==> config.mk <==
export PLATFORM = sky130hd
export DESIGN_NAME = thick_polyline_triangulator
export DESIGN_NICKNAME = d
export VERILOG_FILES = /design/src/design/tpt_pkg.sv /design/src/design/tpt_front.sv /design/src/design/tpt_queue.sv /design/src/design/tpt_back.sv /design/src/design/thick_polyline_triangulator.sv
export VERILOG_INCLUDE_DIRS = /design/src /design/src/design
export SDC_FILE = /design/constraint.sdc
export NUM_CORES = 2
export LEC_CHECK = 0
export BUFFER_PORTS_ARGS = -buffer_cell sky130_fd_sc_hd__buf_2
export CORE_MARGIN = 2
export CORE_UTILIZATION = 40
export CTS_BUF_LIST = sky130_fd_sc_hd__clkbuf_8
export CTS_CLUSTER_DIAMETER = 120
export DETAILED_ROUTE_END_ITERATION = 8
export MAX_ROUTING_LAYER = met4
export PLACE_DENSITY = 0.59
export SETUP_SLACK_MARGIN = 0.5
export SYNTH_ARGS = -nofsm -noshare
export SYNTH_HDL_FRONTEND = slang
export SYNTH_SLANG_ARGS = --single-unit
==> constraint.sdc <==
create_clock -name clk -period 32.6 [get_ports clk]
set_input_delay 0 -clock clk [delete_from_list [all_inputs] [get_ports clk]]
set_output_delay 0 -clock clk [all_outputs]
set_load 0.02 [all_outputs]
==> src/design/assert_macros.svh <==
// ----------------------------------------------------------------------------
// Assertion macros
// Shared concurrent assertion forms, clocked on clk and disabled in reset.
// ----------------------------------------------------------------------------
`ifndef ASSERT_MACROS_SVH
`define ASSERT_MACROS_SVH

// Same-cycle implication
`define ASSERT_IMPL(label, ante, cons) \
    label: assert property (@(posedge clk) disable iff (!rst_n) (ante) |-> (cons)) \
        else $error("assertion failed");

// Next-cycle implication
`define ASSERT_NEXT(label, ante, cons) \
    label: assert property (@(posedge clk) disable iff (!rst_n) (ante) |=> (cons)) \
        else $error("assertion failed");

`endif

==> src/design/tpt_pkg.sv <==
// ----------------------------------------------------------------------------
// tpt_pkg
// Constants shared by the thick polyline triangulator modules.
// ----------------------------------------------------------------------------
package tpt_pkg;

    localparam int LW_W   = 23;              // line_width register width
    localparam int HALF_W = LW_W - 1;        // half width, also quotient width

    localparam logic [LW_W-1:0] LW_RESET = 23'd1966;

    // Register index decoded from the word address
    localparam logic REG_LINE_WIDTH = 1'b0;

    // Per-vertex selection, bit k for vertex k of a segment
    localparam logic [5:0] VTX_FROM_P1 = 6'b101100;
    localparam logic [5:0] VTX_SUB_OFS = 6'b110010;
    localparam logic [2:0] VTX_LAST    = 3'd5;

endpackage

==> src/design/tpt_front.sv <==
// ----------------------------------------------------------------------------
// tpt_front
// Accepts points, keeps the previous point and queues real segments.
// ----------------------------------------------------------------------------
module tpt_front
    import tpt_pkg::*;
#(
    parameter int COORD_WIDTH = 32
)
(
    input  logic                     clk,
    input  logic                     rst_n,
    input  logic                     in_valid,
    output logic                     in_ready,
    input  logic [COORD_WIDTH-1:0]   point_x,
    input  logic [COORD_WIDTH-1:0]   point_y,
    input  logic                     end_of_curve,
    input  logic                     q_full,
    output logic                     q_push,
    output logic [4*COORD_WIDTH-1:0] q_data      // p0x, p0y, p1x, p1y
);

    logic [COORD_WIDTH-1:0] prev_x_reg, prev_x_next;
    logic [COORD_WIDTH-1:0] prev_y_reg, prev_y_next;
    logic                   have_prev_reg, have_prev_next;
    logic                   accept;

    assign in_ready = !q_full;
    assign accept   = in_valid && in_ready;

    // A segment exists only with a stored point and a nonzero displacement
    assign q_push = accept && have_prev_reg &&
                    ((point_x != prev_x_reg) || (point_y != prev_y_reg));
    assign q_data = {point_y, point_x, prev_y_reg, prev_x_reg};

    always_comb
    begin
        prev_x_next    = prev_x_reg;
        prev_y_next    = prev_y_reg;
        have_prev_next = have_prev_reg;
        if (accept)
        begin
            if (end_of_curve)
            begin
                prev_x_next    = '0;
                prev_y_next    = '0;
                have_prev_next = 1'b0;
            end
            else
            begin
                prev_x_next    = point_x;
                prev_y_next    = point_y;
                have_prev_next = 1'b1;
            end
        end
    end

    always_ff @(posedge clk or negedge rst_n)
    begin
        if (!rst_n)
        begin
            prev_x_reg    <= '0;
            prev_y_reg    <= '0;
            have_prev_reg <= 1'b0;
        end
        else
        begin
            prev_x_reg    <= prev_x_next;
            prev_y_reg    <= prev_y_next;
            have_prev_reg <= have_prev_next;
        end
    end

endmodule

==> src/design/tpt_queue.sv <==
// ----------------------------------------------------------------------------
// tpt_queue
// Two-entry segment queue between the front and back parts.
// ----------------------------------------------------------------------------
module tpt_queue
    import tpt_pkg::*;
#(
    parameter int DATA_W = 128
)
(
    input  logic              clk,
    input  logic              rst_n,
    input  logic              push,
    input  logic [DATA_W-1:0] push_data,
    output logic              full,
    output logic              valid,
    input  logic              pop,
    output logic [DATA_W-1:0] data
);

    `include "assert_macros.svh"

    logic [DATA_W-1:0] entry_reg [2];
    logic              wr_ptr_reg, wr_ptr_next;
    logic              rd_ptr_reg, rd_ptr_next;
    logic [1:0]        count_reg, count_next;

    assign full  = (count_reg == 2'd2);
    assign valid = (count_reg != 2'd0);
    assign data  = entry_reg[rd_ptr_reg];

    always_comb
    begin
        wr_ptr_next = push ? !wr_ptr_reg : wr_ptr_reg;
        rd_ptr_next = pop ? !rd_ptr_reg : rd_ptr_reg;
        count_next  = count_reg + 2'(push) - 2'(pop);
    end

    always_ff @(posedge clk)
    begin
        if (push)
        begin
            entry_reg[wr_ptr_reg] <= push_data;
        end
    end

    always_ff @(posedge clk or negedge rst_n)
    begin
        if (!rst_n)
        begin
            wr_ptr_reg <= 1'b0;
            rd_ptr_reg <= 1'b0;
            count_reg  <= 2'd0;
        end
        else
        begin
            wr_ptr_reg <= wr_ptr_next;
            rd_ptr_reg <= rd_ptr_next;
            count_reg  <= count_next;
        end
    end

    `ASSERT_IMPL(a_no_overflow, push, count_reg != 2'd2)
    `ASSERT_IMPL(a_no_underflow, pop, count_reg != 2'd0)
    `ASSERT_IMPL(a_count_range, 1'b1, count_reg <= 2'd2)

endmodule

==> src/design/tpt_back.sv <==
// ----------------------------------------------------------------------------
// tpt_back
// Computes the segment offset with a one-bit-per-cycle shift-add, root and
// divide unit, then emits the six triangle vertices through an output register.
// ----------------------------------------------------------------------------
module tpt_back
    import tpt_pkg::*;
#(
    parameter int COORD_WIDTH = 32
)
(
    input  logic                     clk,
    input  logic                     rst_n,
    input  logic [HALF_W-1:0]        half_width,
    input  logic                     q_valid,
    input  logic [4*COORD_WIDTH-1:0] q_data,
    output logic                     q_pop,
    output logic                     out_valid,
    input  logic                     out_ready,
    output logic [COORD_WIDTH-1:0]   vertex_x,
    output logic [COORD_WIDTH-1:0]   vertex_y,
    output logic                     last_vertex
);

    `include "assert_macros.svh"

    localparam int CW    = COORD_WIDTH;
    localparam int RT_W  = CW + 1;                    // root width
    localparam int RAD_W = 2 * RT_W;                  // radicand width
    localparam int ACC_W = (RAD_W > CW + HALF_W) ? RAD_W : CW + HALF_W;
    localparam int MP_W  = (CW > HALF_W) ? CW : HALF_W;
    localparam int RR_W  = RT_W + 3;                  // root remainder
    localparam int DR_W  = RT_W + 1;                  // divide remainder
    localparam int SUM_W = ((CW > HALF_W + 1) ? CW : HALF_W + 1) + 1;
    localparam int CNT_W = $clog2(CW + 1);

    localparam logic signed [SUM_W-1:0] MAX_V =
        {{(SUM_W - CW + 1){1'b0}}, {(CW - 1){1'b1}}};
    localparam logic signed [SUM_W-1:0] MIN_V = ~MAX_V;

    typedef enum logic [8:0] {
        ST_IDLE = 9'b000000001,
        ST_SQX  = 9'b000000010,
        ST_SQY  = 9'b000000100,
        ST_ROOT = 9'b000001000,
        ST_MULX = 9'b000010000,
        ST_DIVX = 9'b000100000,
        ST_MULY = 9'b001000000,
        ST_DIVY = 9'b010000000,
        ST_EMIT = 9'b100000000
    } state_t;

    state_t             state_reg, state_next;
    logic [CNT_W-1:0]   cnt_reg, cnt_next;
    logic [CW-1:0]      p0x_reg, p0x_next, p0y_reg, p0y_next;
    logic [CW-1:0]      p1x_reg, p1x_next, p1y_reg, p1y_next;
    logic [CW-1:0]      adx_reg, adx_next, ady_reg, ady_next;
    logic               ox_neg_reg, ox_neg_next, oy_neg_reg, oy_neg_next;
    logic [ACC_W-1:0]   acc_reg, acc_next, mcand_reg, mcand_next;
    logic [MP_W-1:0]    mplier_reg, mplier_next;
    logic [RT_W-1:0]    root_reg, root_next;
    logic [RR_W-1:0]    rrem_reg, rrem_next;
    logic [DR_W-1:0]    drem_reg, drem_next;
    logic [HALF_W-1:0]  quo_reg, quo_next;
    logic [HALF_W-1:0]  mx_reg, mx_next, my_reg, my_next;
    logic [2:0]         k_reg, k_next;
    logic               out_valid_reg, out_valid_next;
    logic [CW-1:0]      out_x_reg, out_x_next, out_y_reg, out_y_next;
    logic               out_last_reg, out_last_next;

    // Queue entry fields
    logic [CW-1:0]      q_p0x, q_p0y, q_p1x, q_p1y;
    logic signed [CW:0] dx, dy;
    logic [CW:0]        adx_full, ady_full;

    // Iteration datapath
    logic [ACC_W-1:0]   prod;
    logic [ACC_W-1:0]   prod_hi;
    logic [RR_W-1:0]    rrem_sh, rtrial;
    logic               rbit;
    logic [RT_W-1:0]    root_step;
    logic [DR_W-1:0]    dtrial, dden;
    logic               dbit;
    logic [HALF_W-1:0]  quo_step;
    logic [DR_W-1:0]    drem_step;

    // Vertex datapath
    logic signed [SUM_W-1:0] ox, oy, bx, by, sx, sy;
    logic               load_vtx;

    function automatic logic [CW-1:0] sat_cw(input logic signed [SUM_W-1:0] v);
        logic signed [SUM_W-1:0] c;
        begin
            c = v;
            if (v > MAX_V)
            begin
                c = MAX_V;
            end
            else if (v < MIN_V)
            begin
                c = MIN_V;
            end
            return c[CW-1:0];
        end
    endfunction

    assign {q_p1y, q_p1x, q_p0y, q_p0x} = q_data;

    always_comb
    begin
        dx       = {q_p1x[CW-1], q_p1x} - {q_p0x[CW-1], q_p0x};
        dy       = {q_p1y[CW-1], q_p1y} - {q_p0y[CW-1], q_p0y};
        adx_full = dx[CW] ? (~dx + 1'b1) : dx;
        ady_full = dy[CW] ? (~dy + 1'b1) : dy;
    end

    // Shift-add multiply step
    always_comb
    begin
        prod    = mplier_reg[0] ? (acc_reg + mcand_reg) : acc_reg;
        prod_hi = prod >> HALF_W;
    end

    // Digit-by-digit square root step, two radicand bits per cycle
    always_comb
    begin
        rrem_sh   = {rrem_reg[RR_W-3:0], acc_reg[RAD_W-1:RAD_W-2]};
        rtrial    = {1'b0, root_reg, 2'b01};
        rbit      = (rrem_sh >= rtrial);
        root_step = {root_reg[RT_W-2:0], rbit};
    end

    // Restoring divide step against the root
    always_comb
    begin
        dtrial    = {drem_reg[DR_W-2:0], acc_reg[HALF_W-1]};
        dden      = {1'b0, root_reg};
        dbit      = (dtrial >= dden);
        drem_step = dbit ? (dtrial - dden) : dtrial;
        quo_step  = {quo_reg[HALF_W-2:0], dbit};
    end

    // Vertex select and offset; sat_cw saturates the sums when they load the output register
    always_comb
    begin
        ox = SUM_W'(mx_reg);
        oy = SUM_W'(my_reg);
        if (ox_neg_reg)
        begin
            ox = -ox;
        end
        if (oy_neg_reg)
        begin
            oy = -oy;
        end
        if (VTX_FROM_P1[k_reg])
        begin
            bx = SUM_W'(signed'(p1x_reg));
            by = SUM_W'(signed'(p1y_reg));
        end
        else
        begin
            bx = SUM_W'(signed'(p0x_reg));
            by = SUM_W'(signed'(p0y_reg));
        end
        sx = VTX_SUB_OFS[k_reg] ? (bx - ox) : (bx + ox);
        sy = VTX_SUB_OFS[k_reg] ? (by - oy) : (by + oy);
    end

    assign load_vtx = (state_reg == ST_EMIT) && (!out_valid_reg || out_ready);
    assign q_pop    = (state_reg == ST_IDLE) && q_valid;

    always_comb
    begin
        state_next     = state_reg;
        cnt_next       = cnt_reg - 1'b1;
        p0x_next       = p0x_reg;
        p0y_next       = p0y_reg;
        p1x_next       = p1x_reg;
        p1y_next       = p1y_reg;
        adx_next       = adx_reg;
        ady_next       = ady_reg;
        ox_neg_next    = ox_neg_reg;
        oy_neg_next    = oy_neg_reg;
        acc_next       = acc_reg;
        mcand_next     = mcand_reg;
        mplier_next    = mplier_reg;
        root_next      = root_reg;
        rrem_next      = rrem_reg;
        drem_next      = drem_reg;
        quo_next       = quo_reg;
        mx_next        = mx_reg;
        my_next        = my_reg;
        k_next         = k_reg;
        out_valid_next = out_ready ? 1'b0 : out_valid_reg;
        out_x_next     = out_x_reg;
        out_y_next     = out_y_reg;
        out_last_next  = out_last_reg;

        unique case (state_reg)
            ST_IDLE:
            begin
                cnt_next = cnt_reg;
                if (q_valid)
                begin
                    p0x_next    = q_p0x;
                    p0y_next    = q_p0y;
                    p1x_next    = q_p1x;
                    p1y_next    = q_p1y;
                    adx_next    = adx_full[CW-1:0];
                    ady_next    = ady_full[CW-1:0];
                    ox_neg_next = !dy[CW] && (dy != '0);
                    oy_neg_next = dx[CW];
                    acc_next    = '0;
                    mcand_next  = ACC_W'(adx_full[CW-1:0]);
                    mplier_next = MP_W'(adx_full[CW-1:0]);
                    cnt_next    = CNT_W'(CW - 1);
                    state_next  = ST_SQX;
                end
            end
            ST_SQX, ST_SQY, ST_MULX, ST_MULY:
            begin
                acc_next    = prod;
                mcand_next  = mcand_reg << 1;
                mplier_next = mplier_reg >> 1;
                if (cnt_reg == '0)
                begin
                    if (state_reg == ST_SQX)
                    begin
                        mcand_next  = ACC_W'(ady_reg);
                        mplier_next = MP_W'(ady_reg);
                        cnt_next    = CNT_W'(CW - 1);
                        state_next  = ST_SQY;
                    end
                    else if (state_reg == ST_SQY)
                    begin
                        root_next  = '0;
                        rrem_next  = '0;
                        cnt_next   = CNT_W'(RT_W - 1);
                        state_next = ST_ROOT;
                    end
                    else
                    begin
                        // Preload the dividend bits above the quotient range
                        drem_next  = prod_hi[DR_W-1:0];
                        cnt_next   = CNT_W'(HALF_W - 1);
                        state_next = (state_reg == ST_MULX) ? ST_DIVX : ST_DIVY;
                    end
                end
            end
            ST_ROOT:
            begin
                root_next = root_step;
                rrem_next = rbit ? (rrem_sh - rtrial) : rrem_sh;
                acc_next  = acc_reg << 2;
                if (cnt_reg == '0)
                begin
                    acc_next    = '0;
                    mcand_next  = ACC_W'(ady_reg);
                    mplier_next = MP_W'(half_width);
                    cnt_next    = CNT_W'(HALF_W - 1);
                    state_next  = ST_MULX;
                end
            end
            ST_DIVX, ST_DIVY:
            begin
                drem_next = drem_step;
                quo_next  = quo_step;
                acc_next  = acc_reg << 1;
                if (cnt_reg == '0)
                begin
                    if (state_reg == ST_DIVX)
                    begin
                        mx_next     = quo_step;
                        acc_next    = '0;
                        mcand_next  = ACC_W'(adx_reg);
                        mplier_next = MP_W'(half_width);
                        cnt_next    = CNT_W'(HALF_W - 1);
                        state_next  = ST_MULY;
                    end
                    else
                    begin
                        my_next    = quo_step;
                        k_next     = '0;
                        state_next = ST_EMIT;
                    end
                end
            end
            ST_EMIT:
            begin
                cnt_next = cnt_reg;
                if (load_vtx)
                begin
                    out_valid_next = 1'b1;
                    out_x_next     = sat_cw(sx);
                    out_y_next     = sat_cw(sy);
                    out_last_next  = (k_reg == VTX_LAST);
                    k_next         = k_reg + 1'b1;
                    if (k_reg == VTX_LAST)
                    begin
                        state_next = ST_IDLE;
                    end
                end
            end
            default:
            begin
                state_next = ST_IDLE;
            end
        endcase
    end

    always_ff @(posedge clk)
    begin
        p0x_reg    <= p0x_next;
        p0y_reg    <= p0y_next;
        p1x_reg    <= p1x_next;
        p1y_reg    <= p1y_next;
        adx_reg    <= adx_next;
        ady_reg    <= ady_next;
        ox_neg_reg <= ox_neg_next;
        oy_neg_reg <= oy_neg_next;
        acc_reg    <= acc_next;
        mcand_reg  <= mcand_next;
        mplier_reg <= mplier_next;
        root_reg   <= root_next;
        rrem_reg   <= rrem_next;
        drem_reg   <= drem_next;
        quo_reg    <= quo_next;
        mx_reg     <= mx_next;
        my_reg     <= my_next;
        out_x_reg  <= out_x_next;
        out_y_reg  <= out_y_next;
        out_last_reg <= out_last_next;
    end

    always_ff @(posedge clk or negedge rst_n)
    begin
        if (!rst_n)
        begin
            state_reg     <= ST_IDLE;
            cnt_reg       <= '0;
            k_reg         <= '0;
            out_valid_reg <= 1'b0;
        end
        else
        begin
            state_reg     <= state_next;
            cnt_reg       <= cnt_next;
            k_reg         <= k_next;
            out_valid_reg <= out_valid_next;
        end
    end

    assign out_valid   = out_valid_reg;
    assign vertex_x    = out_x_reg;
    assign vertex_y    = out_y_reg;
    assign last_vertex = out_last_reg;

    // A queued segment always has a nonzero length
    `ASSERT_IMPL(a_sumsq_nonzero, $rose(state_reg == ST_ROOT), acc_reg != '0)
    `ASSERT_IMPL(a_root_nonzero, state_reg == ST_DIVX || state_reg == ST_DIVY, root_reg != '0)
    `ASSERT_NEXT(a_last_flagged, load_vtx && k_reg == VTX_LAST, out_valid_reg && out_last_reg)

endmodule

==> src/design/thick_polyline_triangulator.sv <==
// ----------------------------------------------------------------------------
// thick_polyline_triangulator
// Turns a stream of polyline points into two triangles per segment.
// ----------------------------------------------------------------------------
// Points that start a curve or repeat the previous point produce no
// vertices and are taken one per cycle while the two-entry segment queue has
// room. Each real segment occupies the back end while the shared iteration
// unit resolves one bit per cycle through two squares, the square root, and
// two multiply-divide pairs with 22 steps in each multiply and each divide,
// followed by six vertex transactions. Offsets are (-dy, dx) *
// (line_width/2) / floor(length), truncated toward zero, and vertex
// coordinates saturate. line_width sits at byte address 0 and may be
// rewritten only while no segment is in flight.
module thick_polyline_triangulator
    import tpt_pkg::*;
#(
    parameter int COORD_WIDTH = 32
)
(
    input  logic clk,
    input  logic rst_n,

    input  logic                                 s_tvalid,
    output logic                                 s_tready,
    input  logic [((2*COORD_WIDTH+7)/8)*8-1:0]   s_tdata,   // point_x, point_y
    input  logic                                 s_tlast,   // end_of_curve

    output logic                                 m_tvalid,
    input  logic                                 m_tready,
    output logic [((2*COORD_WIDTH+7)/8)*8-1:0]   m_tdata,   // vertex_x, vertex_y
    output logic                                 m_tlast,   // last_vertex

    input  logic        psel,
    input  logic        penable,
    input  logic        pwrite,
    input  logic [2:0]  paddr,
    input  logic [31:0] pwdata,
    output logic [31:0] prdata,
    output logic        pready
);

    localparam int CW   = COORD_WIDTH;
    localparam int TD_W = ((2 * CW + 7) / 8) * 8;

    logic [LW_W-1:0]   line_width_reg, line_width_next;
    logic              cfg_write;

    logic              q_push, q_full, q_valid, q_pop;
    logic [4*CW-1:0]   q_in_data, q_out_data;
    logic [CW-1:0]     vertex_x, vertex_y;

    // Configuration port
    assign pready    = 1'b1;
    assign cfg_write = psel && penable && pwrite && pready &&
                       (paddr[2] == REG_LINE_WIDTH);
    assign prdata    = (paddr[2] == REG_LINE_WIDTH) ? 32'(line_width_reg) : '0;

    always_comb
    begin
        line_width_next = cfg_write ? pwdata[LW_W-1:0] : line_width_reg;
    end

    always_ff @(posedge clk or negedge rst_n)
    begin
        if (!rst_n)
        begin
            line_width_reg <= LW_RESET;
        end
        else
        begin
            line_width_reg <= line_width_next;
        end
    end

    tpt_front #(
        .COORD_WIDTH (CW)
    ) u_front (
        .clk          (clk),
        .rst_n        (rst_n),
        .in_valid     (s_tvalid),
        .in_ready     (s_tready),
        .point_x      (s_tdata[CW-1:0]),
        .point_y      (s_tdata[2*CW-1:CW]),
        .end_of_curve (s_tlast),
        .q_full       (q_full),
        .q_push       (q_push),
        .q_data       (q_in_data)
    );

    tpt_queue #(
        .DATA_W (4 * CW)
    ) u_queue (
        .clk       (clk),
        .rst_n     (rst_n),
        .push      (q_push),
        .push_data (q_in_data),
        .full      (q_full),
        .valid     (q_valid),
        .pop       (q_pop),
        .data      (q_out_data)
    );

    tpt_back #(
        .COORD_WIDTH (CW)
    ) u_back (
        .clk         (clk),
        .rst_n       (rst_n),
        .half_width  (line_width_reg[LW_W-1:1]),
        .q_valid     (q_valid),
        .q_data      (q_out_data),
        .q_pop       (q_pop),
        .out_valid   (m_tvalid),
        .out_ready   (m_tready),
        .vertex_x    (vertex_x),
        .vertex_y    (vertex_y),
        .last_vertex (m_tlast)
    );

    assign m_tdata = TD_W'({vertex_y, vertex_x});

endmodule
* Yosys cells after proc, flatten, opt, wreduce, memory -nomap -nowiden *
Memories as Yosys holds them, arrays and structs flattened.
Cells that the tools add are included.
Widths: inputs -> output; s select.

operators by class
  add/subtract/negate cells = 17
  magnitude comparators = 7
  equal/unequal tests = 25
  multiplexer cells = 78
  bitwise logic cells = 5
  reductions and logical operators = 37

operators with widths
  cell                   count
  $mux 66                11
  $pmux 66 s4            2
  $mux 33                13
  $mux 32                12
  $mux 34                4
  $pmux 33 s2            2
  $pmux 32 s4            1
  $sub 33x33->33         3
  $mux 9                 9
  $pmux 34 s2            1
  $add 33x33->33         2
  $add 66x66->66         1
  $gt 33x32->1 const B   2
  $lt 33x32->1 const B   2
  $neg 22->33            2
  $sub 32x32->33         2
  $add 32x1->32 const B  2
  $ne 32x32->1           2
  $not 32->32            2
  $pmux 9 s5             1
  $mux 6                 7
  $ge 36x35->1           1
  $ge 34x33->1           1
  $sub 34x34->34         1
  39 further kinds       83

word-level totals
  register bits after elaboration = 699
  memory bits (writable) = 256
  ROM bits = 16
  input port bits = 107
  memories kept = 3

memories
  memory             depth  bits a word  read ports  clocked after Yosys merged registers in  wr ports  line             source
  u_queue.entry_reg  2      128          1           0                                        1         tpt_queue.sv:23  logic [DATA_W-1:0] entry_reg [2];
  (name not given)   8      1            1           0                                        0         tpt_back.sv:166  sx = VTX_SUB_OFS[k_reg] ? (bx - ox) : (bx + ox);
  (name not given)   8      1            1           0                                        0         tpt_back.sv:156  if (VTX_FROM_P1[k_reg])

* Logic depth before layout (Yosys ltp) *
  depth after elaboration = 7
  mapped depth = 27
  depth with buffers taken out = 26

* By module *
From an unflattened synthesis, not the netlist that was laid out.

unflattened totals
  cells, all modules = 5,201
  area total of the unflattened synthesis = 56,710.6 um^2

by module, submodules not included
  module                       times used  cells each  area an instance (um^2)
  tpt_back                     1           4,270       42,145.4
  tpt_queue                    1           413         9,479.1
  tpt_front                    1           432         3,885.0
  thick_polyline_triangulator  1           86          1,201.2

* Worst setup path after synthesis *
No wires, ideal clock.

  path type = register to register
  start = register u_back.state_reg[4]
  end = register u_queue.count_reg[1]
  arrival time = 11.406 ns
  data required time = 32.520 ns
  setup slack = 21.114 ns
  stages on the path, launching flop included = 11
  path buffers = 1
  path through = dfrtp_1 clkbuf_1 or4_1 nor3_1 nand3_1 nor2_1 ha_1 inv_1 ha_1 xnor2_1 xnor2_1

between the ends
  longest elaborated chain between the ends = 3

ends and longest elaborated chain
  element                    line                               source
  start: declaration         tpt_back.sv:53                     state_t state_reg, state_next;
  start signal: assignment   tpt_back.sv:347                    state_reg <= state_next;
  $eq 9x1->1                 tpt_back.sv:171                    assign q_pop = (state_reg == ST_IDLE) && q_valid;
  $logic_and 1x1->1          tpt_back.sv:171
  via q_pop                  thick_polyline_triangulator.sv:48  logic q_push, q_full, q_valid, q_pop;
  $sub 2x1->2                tpt_queue.sv:36                    count_next = count_reg + 2'(push) - 2'(pop);
  via u_queue.count_next[1]  tpt_queue.sv:26                    logic [1:0] count_reg, count_next;
  end signal: assignment     tpt_queue.sv:59                    count_reg <= count_next;
  end: declaration           tpt_queue.sv:26

The timed path passes the listed nets, and every way through them passes these cells.
A chain may end at the register's enable or synchronous reset.

* Worst setup path in the final report *
  start = register u_back.mx_reg[0]
  end = register u_back.out_x_reg[6], in the netlist u_back.vertex_x[6], data pin

between the ends
  longest elaborated chain between the ends = 6

ends and longest elaborated chain
  element                                           line             source
  start: declaration                                tpt_back.sv:65   logic [HALF_W-1:0] mx_reg, mx_next, my_reg, my_next;
  start signal: assignment                          tpt_back.sv:329  mx_reg <= mx_next;
  $neg 22->33                                       tpt_back.sv:150  ox = -ox;
  $mux 33 (*)                                       tpt_back.sv:148  if (ox_neg_reg)
  $add 33x33->33 or $sub 33x33->33 (tied branches)  tpt_back.sv:166
  $mux 33 (*)                                       tpt_back.sv:166
  $lt 33x32->1                                      tpt_back.sv:99   else if (v < MIN_V)
  $mux 32                                           tpt_back.sv:99
  end signal: assignment                            tpt_back.sv:331  out_x_reg <= out_x_next;
  end: declaration                                  tpt_back.sv:68   logic [CW-1:0] out_x_reg, out_x_next, out_y_reg, out_y_next;

Every way passes the cells marked *; elsewhere a longest branch is shown, timed or not.

==> qor.json <==
{
  "grt_pass1_vias": 40400,
  "layout_area_overhead_pct": 15.2,
  "effective_utilization_at_floorplan": 0.402,
  "dpl_worst_slack_ps": 25100,
  "yosysTopAreaCellShare": 0.454,
  "drt_first_pass_iters": 5,
  "clock_path_buffers": 3,
  "fmaxAchievable_ghz": 0.129,
  "p_switching_mw": 3.38,
  "chipWidth_um": 378,
  "post_syn_instances": 5164,
  "leakage_power_of_the_design_nw": 25.4,
  "final_min_period_over_clock_period": 0.238,
  "outcome": "completed",
  "chipHeight_um": 378,
  "clockRootBuffer": "clkbuf_8",
  "max-slew-margin-rel": 0.199,
  "dr.first_iter.drc_count": 2978,
  "finalWirelength_mm": 157,
  "worstSetupEndpointType": "register",
  "grt_max_degree": 78,
  "first_pass_grt_wire_length_mm": 240,
  "synth_top_cells_by_area": "edfxtp_1 45%, ha_1 6.1%, dfrtp_1 4.6%",
  "fin_ws_ps": 24850,
  "area_of_the_die_mm2": 0.143,
  "cp_num_buf_inv": 5,
  "grt_remaining_overflow": 0,
  "cap_violations": 0,
  "reg2reg_setup_slack_ps": 24850,
  "setup_viol": 0,
  "worst-path-stages": 26,
  "layout-drive-gt1-share": 0.126,
  "asyncSetResetFlopFracSynth": 0.116,
  "hp-class": "input port to register",
  "core_region_area_mm2": 0.139,
  "viasPerCell": 5.47,
  "layout_common_cells": "844 x edfxtp_1, 403 x a21oi_1, 379 x nand2_1",
  "place_hpwl_mm": 112,
  "power.internal_mw": 4.08,
  "ant_nets": 0,
  "clkLatencyLatePin_ps": 900,
  "place_congestion": 0.946,
  "cpPeakStageDelay_ps": 840,
  "cp.required_ps": 33150,
  "route.met2.wl_mm": 74.9,
  "worst_clock_skew_ps": 58.0,
  "worst_r2r_path_depth": 26,
  "tritoncts.num_buffers": 171,
  "setup.worst_path.start_class": "register",
  "layout_min_cycle_time_ps": 7750,
  "cts.htree.levels": 4,
  "cpLargestDelayFamily": "simple AND/OR/NAND/NOR gates",
  "grt_setup_unrepaired": "false",
  "setup.worst_path.class": "register to register",
  "worstHoldPathCells": 4,
  "whs_ps": 57.1,
  "synthDominantAreaCellType": "edfxtp_1",
  "tns_ps": 0,
  "sequential_fraction_of_the_synthesis_area": 0.504,
  "ys.flop_type": "edfxtp_1",
  "critPathLaunch": "u_back.mx_reg[0]$_DFFE_PP_",
  "clk_pin_slew_worst_paths_ps": 70,
  "netSwitchingFraction": 0.453,
  "yosys_warnings": 0,
  "max_slew_vio_count": 0,
  "post_synth_cell_types": 102,
  "place_area_mm2": 0.0588,
  "max_fanout_on_critical_path": 13,
  "wire_per_inst_um": 20.8,
  "yosys_register_bits": 955,
  "top_signal_layer_used": "met4",
  "detail_route.wirelength.met1_mm": 71.6,
  "final_standard_cell_utilization_of_the_core": 0.463,
  "max-vdd-ir-drop_v": 0.0000816,
  "num_vias": 41500,
  "mostFrequentLayoutCell": "edfxtp_1",
  "crit_slowest_cell": "nor2_1",
  "comb_power_share": 0.549,
  "worstMarginPinSlew_ps": 1200,
  "boundaryPins": 207,
  "grt_use_total": 0.224,
  "seq_power_share": 0.296,
  "synth_area_mm2": 0.0559,
  "cts_sinks": 955,
  "fin_area_mm2": 0.0644,
  "largest_register_ff_count": 256,
  "drc": 0,
  "critical_path.reg2reg.startpoint": "u_back.mx_reg[0]$_DFFE_PP_",
  "numPortBuffers": 185,
  "pwr_density_cell_mw_per_mm2": 116,
  "synth_edf_count": 844,
  "layout.nets": 5940,
  "antenna_found_initial": 3,
  "min-delay-start": "m_tready",
  "cts-resized-gates": 0,
  "clockPowerShare": 0.155,
  "placementRows": 137,
  "tritoncts_clock_tree": "yes",
  "met3WireLength_mm": 6.81,
  "report.final.hold_viol_count": 0,
  "cp.arrival_ps": 8310,
  "synth.avg_cell_area_um2": 10.8
}
==> power groups by stage <==
stage	clock network [mW]	registers [mW]	logic [mW]
finish	1.15	2.21	4.10
global route	1.24	2.24	4.48
CTS	1.18	2.20	4.08
detailed placement	0	2.22	4.03
global placement	0	2.21	3.99
floorplan	0	2.20	2.84
==> metal layers <==
| metal | vias up | track usage |
|---|---|---|
| met2 | 995 | 0.360 |
| met1 | 20300 | 0.296 |
| li1 | 20000 | - |
| met4 | 0 | 0.0705 |
| met5 | - | - |
| met3 | 205 | 0.0281 |
==> worst paths after layout <==
kind                                                    endpoint
worst max register to register  u_back.vertex_x[6]$_SDFFCE_PN1P_
worst min-delay path                  u_back.out_valid$_DFF_PN0_
worst max-delay path            u_back.vertex_x[6]$_SDFFCE_PN1P_
worst min register to register      u_back.quo_reg[14]$_DFFE_PN_
min in group asynchronous        u_back.state_reg[0]$_DFFE_PN1P_
max in group asynchronous         line_width_reg[14]$_DFFE_PN0P_
==> final cells by class <==
cell class              instances  area [um2]
fillers                     12900       74700
flip-flops and latches        955       28100
multi-input cells            3770       26200
repair buffers                439        3370
clock buffers                 190        2620
well taps                    1876        2350
clock inverters               128         905
inverters                     217         815
diodes                          7        17.5
==> what timing repair did <==
item	CTS	global route
hold buffers	204	0
hold endpoints to repair	324	0
setup buffers	0	0
==> synth_stat cells (all sizes together), types with 15 or more instances <==
cell	n
a211o	15
a211oi	61
a21o	124
a21oi	405
a221oi	17
a22o	15
a22oi	84
a31oi	39
and2	64
and3	45
buf	37
clkbuf	193
dfrtp	102
edfxtp	844
ha	273
inv	215
maj3	17
mux2	150
mux2i	125
nand2	382
nand2b	104
nand3	83
nand4	46
nor2	321
nor2b	64
nor3	76
nor4	35
o211ai	32
o21a	62
o21ai	373
o21bai	30
o31ai	39
or2	21
or3	33
xnor2	218
xor2	212
==> worst reg2reg max path, cell delays in order (launching register included) <==
cell      delay [ps]
edfxtp_1         550
inv_1            150
ha_1             250
or4b_1           570
o21ai_1          190
xor2_1           310
inv_1            120
nor3_1           250
and2_1           200
nor4b_1          480
and2_1           260
inv_1             60
o21ai_0          190
xnor2_1          120
ha_1             400
and4_1           250
and3_1           250
and4_1           210
o21ai_0          180
a31oi_1          430
nand4_1          170
a31oi_1          210
xnor2_1          100
buf_4            200
nor2_1           840
buf_4            350
o21ai_0          140
==> stage by stage <==
step | power, mW | cells
after floorplan | 5.04 | 5172
after global placement | 6.20 | 7053
after detailed placement | 6.25 | 7053
after CTS | 7.46 | 7575
after global routing | 7.95 | 7578
final | 7.46 | 7582
==> cell families after synthesis <==
group           count (synthesis)  synth area share
other cells                     2          0.000134
flops                         955             0.504
mux                           275            0.0528
compound gates               1427             0.161
fa+ha+maj                     296            0.0665
xor+xnor                      430            0.0677
simple gates                 1332             0.117
buf+inv                       447            0.0311
Power figures use the tool's default switching activity.
